--- config.mk ---
export PLATFORM = sky130hd
export DESIGN_NAME = extended_euclid_gcd_unit
export DESIGN_NICKNAME = d
export VERILOG_FILES = /design/src/sv/eegcd_pkg.sv /design/src/sv/extended_euclid_gcd_unit.sv
export SDC_FILE = /design/constraint.sdc
export NUM_CORES = 2
export LEC_CHECK = 0
export ABC_AREA = 1
export BUFFER_PORTS_ARGS = -buffer_cell sky130_fd_sc_hd__buf_2
export CORE_UTILIZATION = 60
export CTS_CLUSTER_SIZE = 12
export DETAILED_ROUTE_END_ITERATION = 6
export PLACE_DENSITY = 0.86
export SYNTH_ARGS = -nofsm -noshare
export SYNTH_HDL_FRONTEND = slang
export SYNTH_SLANG_ARGS = --single-unit
--- constraint.sdc ---
create_clock -name i_clk -period 33 [get_ports i_clk]
set_input_delay 9.9 -clock i_clk [delete_from_list [all_inputs] [get_ports i_clk]]
set_output_delay 9.9 -clock i_clk [all_outputs]
set_load 0.1 [all_outputs]
--- src/sv/eegcd_pkg.sv ---
`default_nettype none

package eegcd_pkg;

    // width of the payload fields on the ports
    localparam int FIELD_BITS = 64;

    // working word width of the remainder chain and coefficients (8 to 64)
    localparam int WORD_BITS = 64;

    // divider step counter
    localparam int CNT_BITS = $clog2(WORD_BITS);

    typedef logic [WORD_BITS-1:0] t_word;
    typedef logic [CNT_BITS-1:0]  t_cnt;

    typedef struct packed {
        logic signed [FIELD_BITS-1:0] value_a;
        logic signed [FIELD_BITS-1:0] value_b;
    } t_in_beat;

    typedef struct packed {
        logic signed [FIELD_BITS-1:0] gcd_value;
        logic signed [FIELD_BITS-1:0] coeff_a;
        logic signed [FIELD_BITS-1:0] coeff_b;
    } t_out_beat;

    typedef enum logic [1:0] {
        ST_IDLE,
        ST_CHECK,
        ST_DIV,
        ST_UPDATE
    } t_state;

endpackage

`default_nettype wire

--- src/sv/extended_euclid_gcd_unit.sv ---
`default_nettype none
// Extended Euclid unit: takes a pair (value_a, value_b) on the input channel
// (i_valid / o_ready, payload i_data) and returns one beat (gcd_value, coeff_a,
// coeff_b) on the output channel (o_valid / i_ready, payload o_data), with
// value_a*coeff_a + value_b*coeff_b = gcd_value modulo 2^WORD_BITS.
// Quotients truncate toward zero, so gcd_value may be negative.
// Each Euclid iteration runs one restoring shift-subtract divider, one
// quotient bit a cycle; the Bezout products q*s and q*t are built
// alongside, in the same cycles as the quotient bits, by shift-and-add.
// Each iteration goes through ST_CHECK, ST_DIV and ST_UPDATE. There are no
// iterations when value_b is 0, and at most about 92 for 64-bit words. One
// pair is in work at a time; o_ready is high only while the unit is idle.
// The result sits in an output register, so a new pair is taken while the
// previous result still waits; if the receiver stalls, the next result waits
// in the sequencer until the output register is free.
// Reset (synchronous, active low) empties the output register and returns
// the sequencer to idle.
module extended_euclid_gcd_unit
    import eegcd_pkg::*;
(
    input  wire logic      i_clk,
    input  wire logic      i_rst_n,
    input  wire logic      i_valid,
    output logic           o_ready,
    input  wire t_in_beat  i_data,
    output logic           o_valid,
    input  wire logic      i_ready,
    output t_out_beat      o_data
);

    localparam t_cnt CNT_LAST = CNT_BITS'(WORD_BITS - 1);

    t_state    r_state, n_state;
    t_word     r_prev_r, n_prev_r, r_cur_r, n_cur_r;
    t_word     r_prev_s, n_prev_s, r_cur_s, n_cur_s;
    t_word     r_prev_t, n_prev_t, r_cur_t, n_cur_t;
    t_word     r_num, n_num, r_den, n_den, r_rem, n_rem;
    t_word     r_acc_s, n_acc_s, r_acc_t, n_acc_t;
    t_cnt      r_cnt, n_cnt;
    logic      r_out_valid, n_out_valid;
    t_out_beat r_out, n_out;

    // divider step signals
    t_word     w_partial;
    t_word     w_diff;
    logic      w_qbit;
    logic      w_prev_neg;
    logic      w_cur_neg;
    logic      w_out_free;

    // state and control registers
    always_ff @(posedge i_clk) begin
        if (!i_rst_n) begin
            r_state     <= ST_IDLE;
            r_out_valid <= 1'b0;
        end else begin
            r_state     <= n_state;
            r_out_valid <= n_out_valid;
        end
    end

    // datapath registers
    always_ff @(posedge i_clk) begin
        r_prev_r <= n_prev_r;
        r_cur_r  <= n_cur_r;
        r_prev_s <= n_prev_s;
        r_cur_s  <= n_cur_s;
        r_prev_t <= n_prev_t;
        r_cur_t  <= n_cur_t;
        r_num    <= n_num;
        r_den    <= n_den;
        r_rem    <= n_rem;
        r_acc_s  <= n_acc_s;
        r_acc_t  <= n_acc_t;
        r_cnt    <= n_cnt;
        r_out    <= n_out;
    end

    // one restoring divider step: shift in next dividend bit, trial subtract
    always_comb begin
        w_partial = {r_rem[WORD_BITS-2:0], r_num[WORD_BITS-1]};
        w_diff    = w_partial - r_den;
        w_qbit    = (w_partial >= r_den);
    end

    assign w_prev_neg = r_prev_r[WORD_BITS-1];
    assign w_cur_neg  = r_cur_r[WORD_BITS-1];
    assign w_out_free = !r_out_valid || i_ready;

    // sequencer and datapath next values
    always_comb begin
        n_state     = r_state;
        n_prev_r    = r_prev_r;
        n_cur_r     = r_cur_r;
        n_prev_s    = r_prev_s;
        n_cur_s     = r_cur_s;
        n_prev_t    = r_prev_t;
        n_cur_t     = r_cur_t;
        n_num       = r_num;
        n_den       = r_den;
        n_rem       = r_rem;
        n_acc_s     = r_acc_s;
        n_acc_t     = r_acc_t;
        n_cnt       = r_cnt;
        n_out       = r_out;
        n_out_valid = r_out_valid && !i_ready;
        o_ready     = (r_state == ST_IDLE);

        case (r_state)
            // take a new pair
            ST_IDLE: begin
                if (i_valid) begin
                    n_prev_r = i_data.value_a[WORD_BITS-1:0];
                    n_cur_r  = i_data.value_b[WORD_BITS-1:0];
                    n_prev_s = WORD_BITS'(1);
                    n_cur_s  = '0;
                    n_prev_t = '0;
                    n_cur_t  = WORD_BITS'(1);
                    n_state  = ST_CHECK;
                end
            end
            // chain ends on a zero remainder, else start the next division
            ST_CHECK: begin
                if (r_cur_r == '0) begin
                    if (w_out_free) begin
                        n_out.gcd_value = FIELD_BITS'($signed(r_prev_r));
                        n_out.coeff_a   = FIELD_BITS'($signed(r_prev_s));
                        n_out.coeff_b   = FIELD_BITS'($signed(r_prev_t));
                        n_out_valid     = 1'b1;
                        n_state         = ST_IDLE;
                    end
                end else begin
                    n_num   = w_prev_neg ? t_word'('0 - r_prev_r) : r_prev_r;
                    n_den   = w_cur_neg  ? t_word'('0 - r_cur_r)  : r_cur_r;
                    n_rem   = '0;
                    n_acc_s = '0;
                    n_acc_t = '0;
                    n_cnt   = '0;
                    n_state = ST_DIV;
                end
            end
            // one quotient bit a cycle, products q*s and q*t by shift-and-add
            ST_DIV: begin
                n_rem   = w_qbit ? w_diff : w_partial;
                n_num   = {r_num[WORD_BITS-2:0], 1'b0};
                n_acc_s = {r_acc_s[WORD_BITS-2:0], 1'b0} + (w_qbit ? r_cur_s : '0);
                n_acc_t = {r_acc_t[WORD_BITS-2:0], 1'b0} + (w_qbit ? r_cur_t : '0);
                n_cnt   = r_cnt + t_cnt'(1);
                if (r_cnt == CNT_LAST) begin
                    n_state = ST_UPDATE;
                end
            end
            // apply signs and advance the remainder and coefficient pairs
            ST_UPDATE: begin
                n_prev_r = r_cur_r;
                n_cur_r  = w_prev_neg ? t_word'('0 - r_rem) : r_rem;
                n_prev_s = r_cur_s;
                n_prev_t = r_cur_t;
                if (w_prev_neg ^ w_cur_neg) begin
                    n_cur_s = r_prev_s + r_acc_s;
                    n_cur_t = r_prev_t + r_acc_t;
                end else begin
                    n_cur_s = r_prev_s - r_acc_s;
                    n_cur_t = r_prev_t - r_acc_t;
                end
                n_state = ST_CHECK;
            end
            default: begin
                n_state = ST_IDLE;
            end
        endcase
    end

    assign o_valid = r_out_valid;
    assign o_data  = r_out;

endmodule

`default_nettype wire
======== Word level (Yosys, flattened, before mapping) ========
Index checks and enable logic that the tools add are counted.
operators by class
  $add $sub $neg .......................... 11
  magnitude comparators ................... 1
  equal/unequal tests ..................... 8
  mux-type cells .......................... 34
  bitwise operators ....................... 2
  reductions and logical operators ........ 13
operator list
  cell                                               count
  one-hot mux 64 bit (2 select lines)                10
  two-way mux 64 bit                                 13
  adder 64 bit                                       4
  subtractor 1 x 64 -> 64 bit, first input constant  3
  subtractor 64 bit                                  3
  >= comparator 64 bit                               1
  logical NOT 64 bit                                 1
  two-way mux 63 bit                                 1
  one-hot mux 6 bit (2 select lines)                 1
  two-way mux 2 bit                                  4
  one-hot mux 2 bit (4 select lines)                 1
  adder 6 x 1 -> 6 bit, second input constant        1
  == test 6 bit, second input constant               1
  two-way mux 6 bit                                  1
  != test 2 bit, second input constant               3
  AND reduction 2 bit                                3
  AND reduction 3 bit                                2
  == test 2 bit, second input constant               2
  nonzero test 2 bit                                 2
  two-way mux 1 bit                                  3
  != test 3 bit, second input constant               1
  == test 2 x 1 -> 1 bit, second input constant      1
  logical NOT 1 bit                                  2
  logical NOT 2 bit                                  1
  4 further kinds                                    4
storage, ports and cells
  register bits ........................... 905
  input port bits ......................... 132
  output and inout bits ................... 194
  word-level logic and storage cells ...... 87

======== Longest topological paths before layout ========
  word-level depth ........................ 5
  gate-level depth with buffers ........... 35
  mapped depth without buffers ............ 33

======== Worst setup path before layout ========
No wires, ideal clock.
  path kind ............................... reg2reg
  start point ............................. register r_state[0]
  end point ............................... register r_cur_r[0] (enable)
  library setup time ...................... 1663 ps
  data arrival time ....................... 27938 ps
  required time ........................... 31337 ps
  setup slack ............................. 3400 ps
  stages on the path, launching flop included .. 4
  path buffers ............................ 0
  clock period less this slack ............ 29600 ps
  path through ............................ dfxtp_1 > inv_1 > ha_1 > o21ai_0
on the way
  word-level cells in the longest chain between the ends .. 3
  elaborated cells between the ends (all ways) .. 5
  those cells by class .................... 2 x eq/ne; 3 x reduce/logical
ends and longest elaborated chain
  item                                                                         line                            RTL
  start: declaration                                                           extended_euclid_gcd_unit.sv:33  t_state r_state, n_state;
  start signal: assignment                                                     extended_euclid_gcd_unit.sv:57  r_state <= n_state;
  logical NOT 2 bit *                                                          --
  via o_ready                                                                  extended_euclid_gcd_unit.sv:24  output logic o_ready,
  != test 2 bit (no source line) / nonzero test 2 bit (equally long branches)  --
  AND reduction 2 bit (no source line) *                                       --
  end signal: assignment                                                       extended_euclid_gcd_unit.sv:65  r_cur_r <= n_cur_r;
  end: declaration                                                             extended_euclid_gcd_unit.sv:34  t_word r_prev_r, n_prev_r, r_cur_r, n_cur_r;
Mark *: on every way through the listed nets, which the timed path passes. The rest lies on a longest branch.
A chain may end at the register's enable or synchronous reset.

======== Worst setup path in the final report ========
  start point ............................. input i_valid
  end point ............................... register r_prev_t[38] (enable)
on the way
  word-level cells in the longest chain between the ends .. 2
ends and longest elaborated chain
  item                                  line                            RTL
  start: declaration                    extended_euclid_gcd_unit.sv:23  input wire logic i_valid,
  != test 2 bit (no source line)        --
  AND reduction 2 bit (no source line)  --
  end signal: assignment                extended_euclid_gcd_unit.sv:68  r_prev_t <= n_prev_t;
  end: declaration                      extended_euclid_gcd_unit.sv:36  t_word r_prev_t, n_prev_t, r_cur_t, n_cur_t;
Every way passes these cells.

==> run_results.csv <==
group,metric,value,unit
power_and_ir_drop,leakagePower,0.0318,uW
run_status,violations,"design-rule violations",
synthesis,yosysTopAreaCell,"edfxtp_1",
power_and_ir_drop,ir_drop,0.0646,mV
synthesis,netlist_top_cells_count,"nand2_1, nor2_1, inv_1, edfxtp_1, a21oi_1",
drt,first_pass_iters,7,
cts,cts_resized,0,
floorplan,die_w,335,um
placed_design,gp_congestion,1.09,
global_routing,grt_pass1_wl,366,mm
drt,routed_wl,249,mm
drt,antenna_left,0,
timing,finalSetupTns,0,ns
flow_run,drv_cap,0,
cts,postCtsSetupRepairBufs,0,
synthesis,ys_types,56,
cts,clkTransAtPathRegs,0.06,ns
power_and_ir_drop,powerDensity,118,mW/mm2
cts,cts_buffers,100,
drt,route.detailed.drc,10,
power_and_ir_drop,power_frac_comb,0.601,
setup_path,cp.arrival,13.49,ns
setup_path,path_class,"in2reg",
synthesis,async_flop_share,0,
power_and_ir_drop,power.internal,3920,uW
cts,cts_hold_buf,0,
global_routing,grt_pass1_vias,61200,
power_and_ir_drop,p_clk_frac,0.137,
setup_path,worstPathMaxFanout,80,
timing,setup_viol,0,
synthesis,synth-edff-count,902,
cts,h-tree-depth,3,
floorplan,dieArea,0.112,mm2
power_and_ir_drop,p_switching,4720,uW
synthesis,synthCells,9025,
run_status,run_status,"complete, but fails checks",
synthesis,yosys.area.top_type_share,0.407,
setup_path,required,33.33,ns
synthesis,avgSynthCellArea,7.37,um2
power_and_ir_drop,swShare,0.546,
placed_design,dpl.hpwl,197,mm
timing,rsz0062_at_grt,"no",
cts,clock-sinks,905,
timing,relSlewSlack,0.215,
timing,final_max_slew_viol_count,0,
layout,area_delta_synth_final,9.64,%
layout,register_area,0.0271,mm2
drt,drtIter0Drc,9516,
synthesis,yosys_warnings,0,
layout,nFillCells,9533,
layout,multi_input_area,0.0335,mm2
global_routing,grt_usage,0.433,
timing,fmax,0.0760,GHz
cts,cts_tree,"built",
floorplan,initial_core_util,0.608,
min_path,hp-class,"reg2reg",
setup_path,r2r_setup_slack,26.16,ns
drt,avgRoutedWirePerCell,22.9,um
timing,fin_skew,0.0385,ns
synthesis,synth_seq_cells,905,
layout,final_layout_size_suffix_gt1_frac,0.0636,
timing,final.period_utilization,0.399,
floorplan,die_y,335,um
cts,root_buffer,"clkbuf_16",
global_routing,gr-total-overflow,0,
setup_path,worst_setup_path_end_kind,"flip-flop",
global_routing,antenna_found_initial,7,
timing,period_needed,13.16,ns
floorplan,num_rows,121,
synthesis,syn_nets,9487,
drt,vias,66200,
drt,vias_per_cell,6.09,
global_routing,grt_max_degree,132,
floorplan,fp.coreArea,0.109,mm2
cts,cts_max_path_buffers,3,
placed_design,port_buffers,325,
timing,whs,0.476,ns
synthesis,ys_seq_area_frac,0.408,
power_and_ir_drop,power.share.sequential,0.262,
cts,clk_latency,0.75,ns
layout,fin_nets,9789,
setup_path,setup.worst_path.start_class,"input pin",
timing,worst_slew_pin_slew,1.18,ns
timing,finalHoldViolations,0,
synthesis,syn_area,0.0665,mm2
synthesis,synth-main-ff-cell,"edfxtp_1",
floorplan,boundaryPins,326,
synthesis,yosys.cell_count.top_type,"nand2_1",
synthesis,yosys-top-cells-area,"edfxtp_1, nand2_1, nor2_1",
[path summary, 6_finish.rpt]
| path | start | endpoint | depth (start not counted) |
|---|---|---|---|
| setup / recovery | i_valid | r_prev_t[38]$_SDFFCE_PN0P_ | 7 |
| hold / removal | r_prev_s[2]$_SDFFCE_PN0P_ | o_data[66]$_DFFE_PP_ | 0 |
| setup reg to reg | r_rem[36]$_SDFFCE_PN0P_ | r_acc_t[53]$_SDFFCE_PN0P_ | 23 |
| hold reg to reg | r_prev_s[2]$_SDFFCE_PN0P_ | o_data[66]$_DFFE_PP_ | 0 |
[through the flow]
stage / power [uW] / cell area (um2) / util / setup WS, ns / instances
after global routing: 9080 / 72900 / 0.667 / 19.66 / 10900
after floorplan: 5790 / 66500 / - / 3.40 / 9025
final: 8630 / 72900 / 0.667 / 19.84 / 10900
after global placement: 7090 / 69600 / 0.637 / 19.23 / 10700
after CTS: 8370 / 72900 / 0.667 / 19.88 / 10900
after detailed placement: 7180 / 69600 / 0.637 / 19.11 / 10700
[sequential cells by signal, indices dropped and copies added (netlist names)]
register,count
r_prev_s,64
r_prev_r,64
o_data,192
r_prev_t,64
r_cur_t,64
r_state,2
r_acc_s,64
r_cnt,6
r_cur_s,64
o_valid,1
r_acc_t,64
r_num,64
r_cur_r,64
r_den,64
r_rem,64
[power groups by stage]
| stage | sequential (uW) | combinational (uW) | clock [uW] |
|---|---|---|---|
| CTS | 2220 | 4980 | 1180 |
| floorplan | 2330 | 3460 | 0 |
| detailed placement | 2240 | 4940 | 0 |
| global placement | 2230 | 4860 | 0 |
| finish | 2260 | 5190 | 1180 |
| global route | 2260 | 5610 | 1210 |
[logic make-up after synthesis]
| family | share of synthesized area |
|---|---|
| fa+ha+maj | 0.0627 |
| flops | 0.408 |
| buf+inv | 0.0892 |
| compound gates | 0.140 |
| simple gates | 0.263 |
| xor+xnor | 0.0371 |
[metal layers]
metal	global-route usage	part of all wire	up-vias
li1	-	-	30500
met1	0.582	0.38	30300
met2	0.650	0.42	4644
met3	0.0889	0.13	813
met4	0.249	0.070	10
met5	0	0.00027	-
[worst max-delay path: stages]
cell     delay, ns
buf_2         0.10
nand2_1       0.08
o21ai_4       0.07
buf_4         0.60
buf_4         0.85
buf_4         0.82
buf_4         0.95
[placed cells by master, fill, tap and decap left out, types with 79 or more instances in the layout]
master / netlist / routed
clkbuf_16: 0 / 101
nor2_1: 1529 / 1529
buf_2: 11 / 325
nor3_1: 143 / 143
xor2_1: 209 / 209
nand2_1: 1898 / 1897
ha_1: 325 / 323
o21bai_1: 79 / 79
edfxtp_1: 902 / 902
nand3_1: 408 / 408
a21oi_1: 734 / 734
o21ai_0: 613 / 611
inv_1: 1376 / 1373
nand4_1: 98 / 98
[layout make-up]
cell class                      count  area share
Tap cell                         1476      0.0253
Clock buffer                      129      0.0361
Inverter                         1383      0.0713
Sequential cell                   905       0.372
Clock inverter                     46     0.00947
Antenna cell                        1   0.0000343
Timing Repair Buffer              359      0.0262
Multi-Input combinational cell   6578       0.459
Power figures use the tool's default switching activity.
